===== config.mk =====
export PLATFORM = sky130hd
export DESIGN_NAME = art_record_validator
export DESIGN_NICKNAME = d
export VERILOG_FILES = /design/src/rtl/arv_pkg.sv /design/src/rtl/arv_hdr_check.sv /design/src/rtl/art_record_validator.sv
export VERILOG_INCLUDE_DIRS = /design/src /design/src/rtl
export SDC_FILE = /design/constraint.sdc
export NUM_CORES = 1
export LEC_CHECK = 0
export BUFFER_PORTS_ARGS = -buffer_cell sky130_fd_sc_hd__buf_2
export CORE_UTILIZATION = 52
export DETAILED_ROUTE_END_ITERATION = 6
export PLACE_DENSITY = 0.72
export SYNTH_ARGS = -nofsm -noshare
export SYNTH_HDL_FRONTEND = slang
export SYNTH_SLANG_ARGS = --single-unit

===== constraint.sdc =====
create_clock -name i_clk -period 2.8 [get_ports i_clk]
set_input_delay 0.56 -clock i_clk [delete_from_list [all_inputs] [get_ports i_clk]]
set_output_delay 0.56 -clock i_clk [all_outputs]
set_load 0.02 [all_outputs]

===== src/rtl/art_record_validator_macros.svh =====
// Assertion helpers shared by the record validator RTL.
`ifndef ART_RECORD_VALIDATOR_MACROS_SVH
`define ART_RECORD_VALIDATOR_MACROS_SVH

// Same-cycle implication, checked on every rising edge outside reset.
`define ARV_ASSERT_IMPL(label, clk, rst_n, ante, cons) \
    label: assert property (@(posedge clk) disable iff (!rst_n) (ante) |-> (cons)) \
        else $error("assertion failed in record validator");

// Next-cycle implication, checked on every rising edge outside reset.
`define ARV_ASSERT_NEXT(label, clk, rst_n, ante, cons) \
    label: assert property (@(posedge clk) disable iff (!rst_n) (ante) |=> (cons)) \
        else $error("assertion failed in record validator");

`endif


===== src/rtl/arv_pkg.sv =====
package arv_pkg;

    // Header layout and fixed contents.
    localparam logic [15:0] HEADER_BYTES   = 16'd32;
    localparam logic [15:0] PALETTE_OFFSET = 16'd4512;
    localparam logic [15:0] PALETTE_WORDS  = 16'd16;
    localparam logic [15:0] PALETTE_END    = PALETTE_OFFSET + 16'(2 * PALETTE_WORDS);

    localparam logic [7:0] MAGIC_0 = 8'h46;
    localparam logic [7:0] MAGIC_1 = 8'h58;
    localparam logic [7:0] MAGIC_2 = 8'h43;
    localparam logic [7:0] MAGIC_3 = 8'h31;

    localparam logic [7:0] DIM_0 = 8'd80;
    localparam logic [7:0] DIM_1 = 8'd112;
    localparam logic [7:0] DIM_2 = 8'd1;
    localparam logic [7:0] DIM_3 = 8'd0;

    localparam logic [7:0]  BYTE_ZERO  = 8'h00;
    localparam logic [7:0]  BYTE_ONES  = 8'hFF;
    localparam logic [15:0] WORD_ONES  = 16'hFFFF;

    localparam logic [15:0] CRC_POLY = 16'h1021;
    localparam logic [15:0] CRC_INIT = 16'hFFFF;

    // Configuration register indexes.
    localparam int unsigned CFG_IDX_W = 2;
    localparam logic [CFG_IDX_W-1:0] CFG_RECORD_SIZE    = 2'd0;
    localparam logic [CFG_IDX_W-1:0] CFG_PAYLOAD_SIZE   = 2'd1;
    localparam logic [CFG_IDX_W-1:0] CFG_FORMAT_VERSION = 2'd2;

    localparam logic [15:0] RST_RECORD_SIZE    = 16'd4544;
    localparam logic [15:0] RST_PAYLOAD_SIZE   = 16'd4512;
    localparam logic [15:0] RST_FORMAT_VERSION = 16'd1;

    typedef struct packed {
        logic [15:0] record_size;
        logic [15:0] payload_size;
        logic [15:0] format_version;
    } t_cfg;

    typedef struct packed {
        logic bad;       // this header byte fails its check
        logic load_exp;  // this byte completes the stored CRC word
    } t_hdr_res;

    // CRC-16, MSB first, one byte.
    function automatic logic [15:0] crc_byte(input logic [15:0] c, input logic [7:0] b);
        logic [15:0] r;
        r = c ^ {b, 8'h00};
        for (int i = 0; i < 8; i++) begin
            r = r[15] ? ({r[14:0], 1'b0} ^ CRC_POLY) : {r[14:0], 1'b0};
        end
        return r;
    endfunction

endpackage


===== src/rtl/arv_hdr_check.sv =====
module arv_hdr_check (
    input  logic [15:0]       i_pos,
    input  logic [7:0]        i_byte,
    input  logic [7:0]        i_hold,
    input  arv_pkg::t_cfg     i_cfg,
    output arv_pkg::t_hdr_res o_res
);
    import arv_pkg::*;

    logic [15:0] w_word;
    logic [4:0]  w_pos5;
    logic        w_in_hdr;

    assign w_word   = {i_byte, i_hold};
    assign w_pos5   = i_pos[4:0];
    assign w_in_hdr = (i_pos < HEADER_BYTES);

    always_comb begin
        o_res = '0;
        if (w_in_hdr) begin
            case (w_pos5)
                5'd0:  o_res.bad = (i_byte != MAGIC_0);
                5'd1:  o_res.bad = (i_byte != MAGIC_1);
                5'd2:  o_res.bad = (i_byte != MAGIC_2);
                5'd3:  o_res.bad = (i_byte != MAGIC_3);
                5'd5:  o_res.bad = (w_word != i_cfg.format_version);
                5'd7:  o_res.bad = (w_word != i_cfg.record_size);
                5'd12: o_res.bad = (i_byte != DIM_0);
                5'd13: o_res.bad = (i_byte != DIM_1);
                5'd14: o_res.bad = (i_byte != DIM_2);
                5'd15: o_res.bad = (i_byte != DIM_3);
                5'd17: o_res.bad = (w_word != i_cfg.payload_size);
                5'd21: o_res.load_exp = 1'b1;
                // Byte 23 is compared against the CRC word in the top level.
                5'd4, 5'd6, 5'd16, 5'd20, 5'd22, 5'd23: o_res.bad = 1'b0;
                default: begin
                    if (w_pos5 inside {[5'd8:5'd11], [5'd18:5'd19], [5'd28:5'd31]}) begin
                        o_res.bad = (i_byte != BYTE_ZERO);
                    end else if (w_pos5 inside {[5'd24:5'd27]}) begin
                        o_res.bad = (i_byte != BYTE_ONES);
                    end
                end
            endcase
        end
    end

endmodule


===== src/rtl/art_record_validator.sv =====
// Channel   | Direction | Signals                                  | Word
// ----------+-----------+------------------------------------------+-------------------------
// in        | input     | i_in_valid, o_in_stall                   | i_data_byte, i_start_of_record
// out       | output    | o_out_valid, i_out_stall                 | o_verdict
// cfg       | input     | i_cfg_we, i_cfg_index, i_cfg_data        | write only, no handshake
//
// One input word is taken per clock cycle while o_in_stall is low; a verdict is registered.
// The rate is set by the single byte-wide CRC step and header compare in the check stage.
// Reset is synchronous and active low; it clears the position, CRC and flags at once.
// A verdict that the sink stalls holds the next last byte in the check stage, which in turn
// stalls the input.
// Bytes that produce no verdict pass through without waiting for the output side.
module art_record_validator (
    input  logic                          i_clk,
    input  logic                          i_rst_n,

    input  logic                          i_in_valid,
    output logic                          o_in_stall,
    input  logic [7:0]                    i_data_byte,
    input  logic                          i_start_of_record,

    output logic                          o_out_valid,
    input  logic                          i_out_stall,
    output logic                          o_verdict,

    input  logic                          i_cfg_we,
    input  logic [arv_pkg::CFG_IDX_W-1:0] i_cfg_index,
    input  logic [15:0]                   i_cfg_data
);
    import arv_pkg::*;
    `include "art_record_validator_macros.svh"

    // Configuration registers.
    t_cfg r_cfg;

    always_ff @(posedge i_clk) begin
        if (!i_rst_n) begin
            r_cfg.record_size    <= RST_RECORD_SIZE;
            r_cfg.payload_size   <= RST_PAYLOAD_SIZE;
            r_cfg.format_version <= RST_FORMAT_VERSION;
        end else if (i_cfg_we) begin
            case (i_cfg_index)
                CFG_RECORD_SIZE:    r_cfg.record_size    <= i_cfg_data;
                CFG_PAYLOAD_SIZE:   r_cfg.payload_size   <= i_cfg_data;
                CFG_FORMAT_VERSION: r_cfg.format_version <= i_cfg_data;
                default: ;
            endcase
        end
    end

    // Input register: one byte held ahead of the check stage.
    logic       r_s1_valid;
    logic [7:0] r_s1_byte;
    logic       r_s1_sor;

    // Record state, updated once per processed byte.
    logic [15:0] r_pos;
    logic [15:0] r_crc;
    logic [15:0] r_exp;
    logic [7:0]  r_hold;
    logic        r_bad;

    // Result register.
    logic r_out_valid;
    logic r_verdict;

    logic w_in_acc;
    logic w_proc;
    logic w_out_free;

    assign w_out_free = !(r_out_valid && i_out_stall);
    assign w_in_acc   = i_in_valid && !o_in_stall;

    // A start-of-record byte sees the state as it is right after a restart.
    logic [15:0] w_pos_e;
    logic [15:0] w_crc_e;
    logic [15:0] w_exp_e;
    logic [7:0]  w_hold_e;
    logic        w_bad_e;

    always_comb begin
        w_pos_e  = r_s1_sor ? 16'd0    : r_pos;
        w_crc_e  = r_s1_sor ? CRC_INIT : r_crc;
        w_exp_e  = r_s1_sor ? 16'd0    : r_exp;
        w_hold_e = r_s1_sor ? 8'd0     : r_hold;
        w_bad_e  = r_s1_sor ? 1'b0     : r_bad;
    end

    t_hdr_res w_hdr;

    arv_hdr_check u_hdr_check (
        .i_pos  (w_pos_e),
        .i_byte (r_s1_byte),
        .i_hold (w_hold_e),
        .i_cfg  (r_cfg),
        .o_res  (w_hdr)
    );

    logic [15:0] w_word;
    logic [15:0] w_crc_n;
    logic [15:0] w_exp_n;
    logic [15:0] w_rel;
    logic [15:0] w_last;
    logic        w_cmp_bad;
    logic        w_pal_bad;
    logic        w_bad_n;
    logic        w_bad_f;
    logic        w_is_last;

    always_comb begin
        w_word  = {r_s1_byte, w_hold_e};
        // The CRC covers every byte after the header.
        w_crc_n = (w_pos_e >= HEADER_BYTES) ? crc_byte(w_crc_e, r_s1_byte) : w_crc_e;
        w_exp_n = w_hdr.load_exp ? w_word : w_exp_e;
        // Header byte 23 completes the complement of the stored CRC word.
        w_cmp_bad = (w_pos_e == 16'd23) && ((w_word ^ w_exp_e) != WORD_ONES);

        // Palette words: high byte must have bit 7 clear, first word must be zero.
        w_rel     = w_pos_e - PALETTE_OFFSET;
        w_pal_bad = 1'b0;
        if (w_pos_e >= PALETTE_OFFSET && w_pos_e < PALETTE_END && w_rel[0]) begin
            w_pal_bad = r_s1_byte[7] ||
                        ((w_rel == 16'd1) && ((w_hold_e != 8'd0) || (r_s1_byte != 8'd0)));
        end

        w_bad_n   = w_bad_e || w_hdr.bad || w_cmp_bad || w_pal_bad;
        // A record size of zero wraps to a final position of 65535.
        w_last    = r_cfg.record_size - 16'd1;
        w_is_last = (w_pos_e == w_last);
        w_bad_f   = w_bad_n || (w_crc_n != w_exp_n);
    end

    // Only a byte that ends a record needs room in the result register.
    assign w_proc     = r_s1_valid && (!w_is_last || w_out_free);
    assign o_in_stall = r_s1_valid && !w_proc;

    logic n_s1_valid;
    logic n_out_valid;

    assign n_s1_valid  = w_in_acc || (r_s1_valid && !w_proc);
    assign n_out_valid = (w_proc && w_is_last) || (r_out_valid && i_out_stall);

    always_ff @(posedge i_clk) begin
        if (!i_rst_n) begin
            r_s1_valid  <= 1'b0;
            r_out_valid <= 1'b0;
            r_pos       <= 16'd0;
            r_crc       <= CRC_INIT;
            r_exp       <= 16'd0;
            r_hold      <= 8'd0;
            r_bad       <= 1'b0;
        end else begin
            r_s1_valid  <= n_s1_valid;
            r_out_valid <= n_out_valid;
            if (w_proc) begin
                if (w_is_last) begin
                    // Verdict given; the next byte opens a new record.
                    r_pos  <= 16'd0;
                    r_crc  <= CRC_INIT;
                    r_exp  <= 16'd0;
                    r_hold <= 8'd0;
                    r_bad  <= 1'b0;
                end else begin
                    r_pos  <= w_pos_e + 16'd1;
                    r_crc  <= w_crc_n;
                    r_exp  <= w_exp_n;
                    r_hold <= r_s1_byte;
                    r_bad  <= w_bad_n;
                end
            end
        end
    end

    always_ff @(posedge i_clk) begin
        if (w_in_acc) begin
            r_s1_byte <= i_data_byte;
            r_s1_sor  <= i_start_of_record;
        end
        if (w_proc && w_is_last) begin
            r_verdict <= w_bad_f;
        end
    end

    assign o_out_valid = r_out_valid;
    assign o_verdict   = r_verdict;

    // The CRC must not move while the header is still being read.
    `ARV_ASSERT_IMPL(a_crc_idle_in_hdr, i_clk, i_rst_n, r_pos <= HEADER_BYTES, r_crc == CRC_INIT)
    // Loading a verdict always leaves the position at the start of a record.
    `ARV_ASSERT_NEXT(a_verdict_restarts, i_clk, i_rst_n, w_proc && w_is_last, r_pos == 16'd0)
    // A start byte that does not end the record leaves the position at one.
    `ARV_ASSERT_NEXT(a_sor_restarts, i_clk, i_rst_n, w_proc && r_s1_sor && !w_is_last,
                     r_pos == 16'd1)

endmodule


### Word-level counts from Yosys, hierarchy flattened

Cells that the tools add are included.

* word-level logic and storage cells: 134
* register bits: 117
* input port bits: 32
* output and inout bits: 3

* order comparisons: 12
* $add $sub $neg: 3
* equal/unequal tests: 35
* bitwise logic cells: 10
* reductions and logical operators: 35
* mux-type cells: 26

Operators by type and width (number)
* two-way mux 16 bit: 8
* two-way mux 13 bit: 8
* inequality test 16 bit: 4
* inequality test 8 x 7 -> 1 bit (second input constant): 5
* bitwise XOR 16 bit: 2
* equality test 5 bit (second input constant): 6
* inverter 3 bit: 8
* equality test 5 x 3 -> 1 bit (second input constant): 4
* equality test 5 x 4 -> 1 bit (second input constant): 4
* adder 16 x 1 -> 16 bit (second input constant): 1
* equality test 16 x 1 -> 1 bit (second input constant): 1
* equality test 16 bit: 1
* equality test 16 x 5 -> 1 bit (second input constant): 1
* >= comparator 16 x 13 -> 1 bit (second input constant): 1
* >= comparator 16 x 6 -> 1 bit (second input constant): 1
* < comparator 16 x 13 -> 1 bit (second input constant): 1
* < comparator 16 x 6 -> 1 bit (second input constant): 1
* two-way mux 8 bit: 2
* inequality test 16 bit (second input constant): 1
* nonzero test 8 bit: 2
* subtractor 16 x 1 -> 16 bit (second input constant): 1
* subtractor 16 x 13 -> 16 bit (second input constant): 1
* >= comparator 5 bit (second input constant): 3
* less-or-equal comparator 5 bit (second input constant): 3
* 20 further kinds: 51

### Logic depth before layout (Yosys ltp)

Gate-level depths: netlist of the first run.

* word-level depth: 21
* depth in mapped cells: 12
* gate-level depth less buffers: 11

### Cells and area by module

A second synthesis of the first run with hierarchy kept.

* cells, all modules: 961
* area, all modules: 7932.6 um^2

By module, submodules not included
* art_record_validator: area an instance 6860.3 um^2, sequential area each 2442.3 um^2, times used 1, cells an instance 817
* arv_hdr_check: area an instance 1072.3 um^2, sequential area each 0.0 um^2, times used 1, cells an instance 144

### Least setup slack after synthesis of the first run

Ideal clock, no wire load.

* kind: register to register
* start point: register r_cfg[32] in the netlist's numbering
* end point: register r_s1_byte[0], enable pin
* buffers on the path: 1
* setup time: 0.325 ns
* cell stages (with the launch flop): 12
* required time: 2.475 ns
* clock period less this slack: 3.147 ns
* setup slack: -0.347 ns
* arrival time: 2.822 ns
* cells stage by stage: dfxtp_1 > buf_2 > inv_1 > ha_1 > or4b_4 > nor4_1 > xnor2_1 > nand4_1 > nor2_1 > nand3_1 > nor3_1 > nor2b_1

* cells in the longest elaborated chain, start to end: 9

Ends and longest elaborated chain
* start, declared: RTL line art_record_validator.sv:34 `t_cfg r_cfg;`
* subtractor 16 x 1 -> 16 bit: RTL line art_record_validator.sv:128 `w_last = r_cfg.record_size - 16'd1;`
* equality test 16 bit: RTL line art_record_validator.sv:129 `w_is_last = (w_pos_e == w_last);`
* zero test 1 bit: RTL line art_record_validator.sv:134 `assign w_proc = r_s1_valid && (!w_is_last || w_out_free);`
* logical OR 1 bit: RTL line art_record_validator.sv:134
* logical AND 1 bit: RTL line art_record_validator.sv:134
* zero test 1 bit: RTL line art_record_validator.sv:135 `assign o_in_stall = r_s1_valid && !w_proc;`
* logical AND 1 bit: RTL line art_record_validator.sv:135
* named net o_in_stall: RTL line art_record_validator.sv:18 `output logic o_in_stall,`
* zero test 1 bit: RTL line art_record_validator.sv:72 `assign w_in_acc = i_in_valid && !o_in_stall;`
* logical AND 1 bit: RTL line art_record_validator.sv:72
* named net w_in_acc: RTL line art_record_validator.sv:67 `logic w_in_acc;`
* end signal, assigned: RTL line art_record_validator.sv:176 `r_s1_byte <= i_data_byte;`
* end, declared: RTL line art_record_validator.sv:53 `logic [7:0] r_s1_byte;`

The timed path passes the listed nets, and every way through them passes these cells.
A chain may end at the register's enable or synchronous reset.

### Final worst setup path of the first run

* start point: register r_cfg[32] in the netlist's numbering
* end point: output port o_in_stall

* cells in the longest elaborated chain, start to end: 7

Ends and longest elaborated chain (RTL line)
* subtractor 16 x 1 -> 16 bit: art_record_validator.sv:128
* equality test 16 bit: art_record_validator.sv:129
* zero test 1 bit: art_record_validator.sv:134
* logical OR 1 bit: art_record_validator.sv:134
* logical AND 1 bit: art_record_validator.sv:134
* zero test 1 bit: art_record_validator.sv:135
* logical AND 1 bit: art_record_validator.sv:135
* end, declared: art_record_validator.sv:18

Every way passes these cells.

==> metrics.txt, run 1 <==
status=complete, but fails checks; failing checks=setup timing; r2r setup slk=-290 ps; Hold Crit Class=input port to register; die extent in y=123 um; placed standard-cell area=8720 um^2; Yosys top cell area share=0.282; maximum vdd drop=approximately 0.00043 V; area grow syn2layout=26.8%; share of layout cells above drive strength 1=0.257; most frequent CP cell=buf_6; clock-pin slew on the worst setup and hold paths=60 ps; remaining global-route overflow=0; Post-Syn Area per Cell=a little over 8 um^2; CP Depth=11; CP startpoint=r_cfg[32]; Slew HR=0.489; Yosys cell types=85; fill count=1167; NetSw=1.21 mW; nets@finish=1098; worst-case clock buffer depth=2; CTS Root Cell=clkbuf_16; Slew @ Worst Pin=764 ps; routed len/inst=19.1 um; final setup vio count=around 70; hpwl dp=16.8 mm; initial drt markers=945; Commonest cells post-synth=159 x nand2_1, 107 x dfxtp_1, 63 x xnor2_1, 60 x a21oi_1, 60 x nor2_1; r2r startpoint=r_cfg[32]; cells after synthesis=944; Final Hold Fails=0; setup slack after layout=-321 ps; largest net degree at the start of global routing=65; critical path endpoint=o_in_stall; CTS Buf Count=17; Clock Sinks=117; std cell rows=43; # DRC=0; vias=7833; Max Clk Rate=320 MHz; flip-flop and latch area=2440 um^2; num ports=35; n_diodes=0; Synth area leader=dfxtp_1; clk_lat worst skew=420 ps; Reg power frac=0.404; Post-Place Setup Slack=-293 ps; Slowest cell on crit path=or4b_4; CP max FO=3; most frequent cell after synthesis=nand2_1; unrepaired setup endpoints after global routing=true; footprint of the multi-input gates=4960 um^2; CP delay by family, top=simple AND/OR/NAND/NOR gates; vias in the first global route=6989; Synth area leaders=dfxtp_1 28%, nand2_1 7.8%, xnor2_1 7.3%; fin area=9640 um^2; Final ANT Viol Nets=0; Die X=123 um; hold_buf cts=0; Post-Synthesis Net Count=about 980; total wire length=23.9 mm; Critical Path RT=about 2200 ps; capturing point of the worst reg2reg path=r_pos[3]; routability cong.=between 0.9 and 1; core area=between 10000 and 15000 um^2; asr flop ratio synth=0; Static Leak=around 3.7 nW; Tcrit/Tclk final=1.11; first-pass GRT wire length=37.8 mm; CP Capture Type=primary output; Die Area=15100 um^2; Pint=3.20 mW; PD cells=458 nW/um^2; Post-synth top flop=dfxtp_1; Synth Warn #=0; port bufs=34; flops & latches, synth=117; H-tree depth reported by CTS=4; power share of the combinational group=0.147; total negative slack=-12040 ps; Final min period=3120 ps; Critical Path AT=2560 ps; Final Skew=11.8 ps; sequential-to-total area share from yosys stat=0.321; CTS tree=done; Initial Utilization=0.540; CP Buf/Inv Count=3; switch share=0.275; Post-synth EDFFs=10; First-pass DRT Iterations=6; initial antenna violation count=0; Setup Crit Path Kind=register to primary output; crit path launch type=register; R2R depth=14; clock network fraction of total power=0.449; max-cap viol count=0; sequence of cells on the critical path=inv_2 -> ha_4 -> or4b_4 -> buf_6 -> nor4_4 -> xnor2_1 -> nand4_1 -> nor2_1 -> nand3_2 -> nor3_4 -> buf_6; Final Slew Violations=0; Synth Cell Area=7610 um^2; GRT Overall Usage=0.328; Avg Vias per Cell=6.26; CP peak stage delay=about 480 ps
[timing repair]
item	4_1_cts	5_1_grt
buffers inserted	12	7
gates resized for setup	36	22
cloned	2	0
endpoints found under the setup margin	60	69
pin swaps	44	17
[state kept, by name, indices dropped and copies added, names as in the netlist, 8 cells and up]
register,cells
r_cfg,48
r_crc,16
r_exp,16
r_hold,8
r_pos,16
r_s1_byte,8
[worst register-to-register path, cell delays in order, from the launching register on]
cell and delay, ps:
dfxtp_2 330, inv_2 70, ha_4 130, or4b_4 480, buf_4 170, o2111a_1 230, nor3_2 160, buf_4 160
nor4_4 50, buf_4 150, buf_4 130, a21oi_2 370, buf_12 230, a31oi_1 110, a311oi_1 230
[per-stage QoR]
| step | hold slack (ps) | total power [mW] | utilization | cells |
|---|---|---|---|---|
| final | 314 | 4.41 | 0.684 | 1252 |
| after global routing | 295 | 4.57 | 0.684 | 1252 |
| after CTS | 304 | 4.40 | 0.677 | 1247 |
| after detailed placement | 445 | 2.40 | 0.619 | 1203 |
| after global placement | 442 | 2.40 | 0.619 | 1203 |
| after floorplan | 432 | 2.18 | - | 944 |
[kinds of logic after synthesis]
family / synth area share
and+or+nand+nor: 0.262
AOI/OAI and AO/OA: 0.220
DFF: 0.321
buffers and inverters: 0.0562
xor gates and xnor gates: 0.124
adders and majority gates: 0.00987
muxes: 0.00674
[cell usage in the layout, fill, tap and decap left out, types with 17 or more instances in the layout]
| cell type | n |
|---|---|
| nand2_1 | 156 |
| o21ai_0 | 23 |
| buf_2 | 33 |
| xor2_1 | 27 |
| nor2_1 | 59 |
| xnor2_1 | 63 |
| dfxtp_1 | 105 |
| a31oi_1 | 20 |
| buf_4 | 125 |
| a21oi_1 | 59 |
| clkbuf_16 | 17 |
| nand3_1 | 26 |
[metal layers]
metal | GRT usage | vias to the layer above | wire [um]
li1 | - | 3680 | -
met1 | 0.466 | 3698 | 10400
met2 | 0.497 | 408 | 10700
met3 | 0.0766 | 47 | 2380
met4 | 0.0869 | 0 | 442
met5 | 0 | - | 0
[worst min path at each step]
stage / startpoint / end / slack, ps / cells past startpoint
final: i_data_byte[0] / r_s1_byte[0] / 310 / 1
after global routing: i_data_byte[4] / r_s1_byte[4] / 290 / 1
after CTS: i_data_byte[0] / r_s1_byte[0] / 300 / 1
after detailed placement: r_cfg[19] / r_cfg[19] / 450 / 2
after global placement: r_cfg[19] / r_cfg[19] / 440 / 2
after floorplan: r_cfg[19] / r_cfg[19] / 430 / 2
[layout make-up]
| type | instances | share of cell area |
|---|---|---|
| Inverter | 15 | 0.00610 |
| Clock buffer | 21 | 0.0477 |
| Sequential cell | 117 | 0.254 |
| Timing Repair Buffer | 179 | 0.147 |
| Multi-Input combinational cell | 730 | 0.515 |
| Tap cell | 180 | 0.0234 |
| Clock inverter | 10 | 0.00791 |
[power groups by stage]
| stage | Sequential [mW] | Clock (mW) | Combinational [mW] |
|---|---|---|---|
| 6_report | 1.79 | 1.98 | 0.649 |
| 5_1_grt | 1.79 | 2.09 | 0.692 |
| 4_1_cts | 1.78 | 2.00 | 0.624 |
| 3_5_place_dp | 1.82 | 0 | 0.585 |
| 3_3_place_gp | 1.82 | 0 | 0.580 |
| 2_1_floorplan | 1.79 | 0 | 0.382 |
Power figures use the tool's default switching activity.
==> run 2: changes to the inputs <==
ABC_AREA = 1   (was unset)
==> run 2 against run 1 <==
The flow finishes with violations (DRC, setup timing). Sequential cell count is the same. Clock skew grew 0.58 ps. Global-route usage grew 0.64 points. Sequential power is essentially flat. Hold slack lost 17 ps. Clock power grew 12%. Sequential share of layout area grew 0.13 points. Critical path type unchanged. Largest power group unchanged.
==> metrics.txt, run 2 <==
Hold Path Sink=r_s1_byte[3]; NetSw=1.36 mW; PD cells=492 nW/um^2; num ports=35; n_diodes=0; largest family of logic cells by synthesized area=simple AND/OR/NAND/NOR gates; fill count=between 1000 and 1500; hold_sp=i_data_byte[3]; setup slack after layout=-353 ps; max reg flops=48; Final Slew Violations=0; # DRC=6; port bufs=34; largest net degree at the start of global routing=approximately 60; Synth area leaders=dfxtp_1 28%, nand2_1 17%, nor2_1 8.3%; Final Skew=roughly 12 ps; Final min period=3150 ps; nets@finish=1359; status=complete, but fails checks; max-cap viol count=0; CTS Root Cell=clkbuf_16; GRT Overall Usage=0.335; First-pass DRT Iterations=7; CP Capture Type=primary output; post-synthesis mux area share=0; hpwl dp=17.6 mm; routed len/inst=16.6 um; Critical Path RT=2240 ps; Clock Sinks=117; most frequent cell after synthesis=nand2_1; clock-pin slew on the worst setup and hold paths=60 ps; Static Leak=4.29 nW; fin area=about 9600 um^2; asr flop ratio synth=0; remaining global-route overflow=0; std cell rows=43; crit path launch type=register; Final ANT Viol Nets=0; adder-cell share of the synthesized area=0.00822; vias in the first global route=7412; first-pass GRT wire length=38.2 mm; hold_buf cts=0; clk_lat worst skew=430 ps; Post-Synthesis Net Count=between 1000 and 1500; power share of the combinational group=0.143; Critical Path AT=roughly 2600 ps; Initial Utilization=0.540; Setup Crit Path Kind=register to primary output; Synth Cell Area=between 7000 and 8000 um^2; CTS tree=done; cells after synthesis=1215; Slew HR=0.571; Synth area leader=dfxtp_1; Yosys cell types=42; unrepaired setup endpoints after global routing=true; failing checks=DRC, setup timing; total wire length=25.1 mm; r2r setup slk=60 ps; dpl cells=1461; initial antenna violation count=0; core area=roughly 14000 um^2; maximum vdd drop=0.000465 V; hold_ws=about 300 ps; commonest non-fill, non-tap cell in the layout=nand2_1; area grow syn2layout=26.1%; initial drt markers=962; Final Hold Fails=0; xor-xnor portion of the synthesized cell area=0.0768; Reg power frac=0.387; R2R depth=15; Die Area=15100 um^2; Avg Vias per Cell=5.59; Post-synth EDFFs=10; Die X=about 120 um; final setup vio count=1; flops & latches, synth=~120; Synth Area in Compound Gates=0.119; routability cong.=approximately 0.94; share of layout cells above drive strength 1=0.188; most frequent cells in the layout=332 x nand2_1, 159 x nor2_1, 106 x dfxtp_1, 99 x inv_1, 98 x nand3_1; vias=between 8000 and 9000; Yosys top cell area share=0.282; H-tree depth reported by CTS=4; Hold Crit Class=input port to register; Slew @ Worst Pin=643 ps; footprint of the multi-input gates=~4800 um^2; switch share=0.288; placed standard-cell area=~8500 um^2; Post-Syn Area per Cell=6.26 um^2; clock network fraction of total power=0.470; hold path depth=1; sequential-to-total area share from yosys stat=0.321; Pint=3.36 mW; capturing point of the worst reg2reg path=r_exp[3]; Tcrit/Tclk final=1.13; r2r startpoint=r_s1_sor; CP max FO=6; Post-Place Setup Slack=between 4 and 5 ps; die extent in y=roughly 120 um; worst-case clock buffer depth=2; largest register by flop count=r_cfg; Layout Cells excl Fill=1515; flip-flop and latch area=around 2400 um^2; Post-Synth Simple-Gate Area=0.390; CTS Buf Count=17; Post-synth top flop=dfxtp_1; Synth Warn #=0; Commonest cells post-synth=340 x nand2_1, 169 x nor2_1, 107 x dfxtp_1, 100 x inv_1, 98 x nand3_1; Max Clk Rate=317 MHz
run 2: cell count changes after synthesis, moves of 25 or more:
cell	delta
nor2_1	+109
inv_1	+87
o21ai_0	+56
nand4_1	+36
nand2_1	+181
xnor2_1	-52
xor2_1	+25
nand3_1	+71
run 2: cell type report:
class                   count  share of cell area
well taps                 180              0.0235
repair buffers            141               0.119
flip-flops and latches    117               0.255
inverters                 107              0.0428
clock inverters            15              0.0176
multi-input cells         938               0.498
clock buffers              17              0.0444
run 2: critical path, cell delays in order (launching register included):
cell and delay, ps:
edfxtp_1 420, inv_2 140, buf_12 130, nand2_4 50
xor2_1 170, xor2_1 220, nand2b_1 110, nor3_2 180
nand3_1 80, nor2_1 90, nand4_1 160, nor3_2 220
buf_4 200
run 2: worst max-delay path by stage:
stage	startpoint	cells after the start	slack [ps]	end
4_1_cts	r_s1_sor	12	-350	o_in_stall
5_1_grt	r_s1_sor	12	-470	o_in_stall
6_report	r_s1_sor	12	-350	o_in_stall
3_3_place_gp	r_s1_sor	17	20	r_pos[14]
3_5_place_dp	r_cfg[32]	12	5	o_in_stall
2_1_floorplan	r_s1_sor	12	80	r_s1_byte[0]
run 2: kinds of logic after synthesis:
kind of cell,count (synthesis)
AOI/OAI and AO/OA,172
xor gates and xnor gates,65
adders and majority gates,5
buffers and inverters,160
DFF,117
and+or+nand+nor,696
run 2: timing repair:
action,CTS,global route
gates cloned,0,4
pin swaps,6,4
endpoints found under the setup margin,3,71
buffers inserted,16,8
resized for setup,17,57
run 2: through the flow:
step | TNS [ps] | total power [mW] | utilization
2_1_floorplan | 0 | 2.23 | -
3_3_place_gp | 0 | 2.45 | 0.602
3_5_place_dp | 0 | 2.46 | 0.602
4_1_cts | -9540 | 4.69 | 0.657
5_1_grt | -1430 | 4.89 | 0.680
6_report | -353 | 4.72 | 0.680
run 2: routing by layer:
layer	routed length [um]	track usage	vias up	share of wire
li1	-	-	4174	-
met1	10600	0.447	3820	0.42
met2	11100	0.506	411	0.44
met3	2420	0.0733	69	0.096
met4	1030	0.171	0	0.041
met5	0	0	-	0
run 2: power by group through the flow:
stage,Clock [mW],Sequential [mW],Combinational (mW)
after floorplan,0,1.83,0.404
after global placement,0,1.85,0.598
after detailed placement,0,1.85,0.606
after CTS,2.23,1.82,0.640
after global routing,2.32,1.83,0.742
final,2.22,1.82,0.675
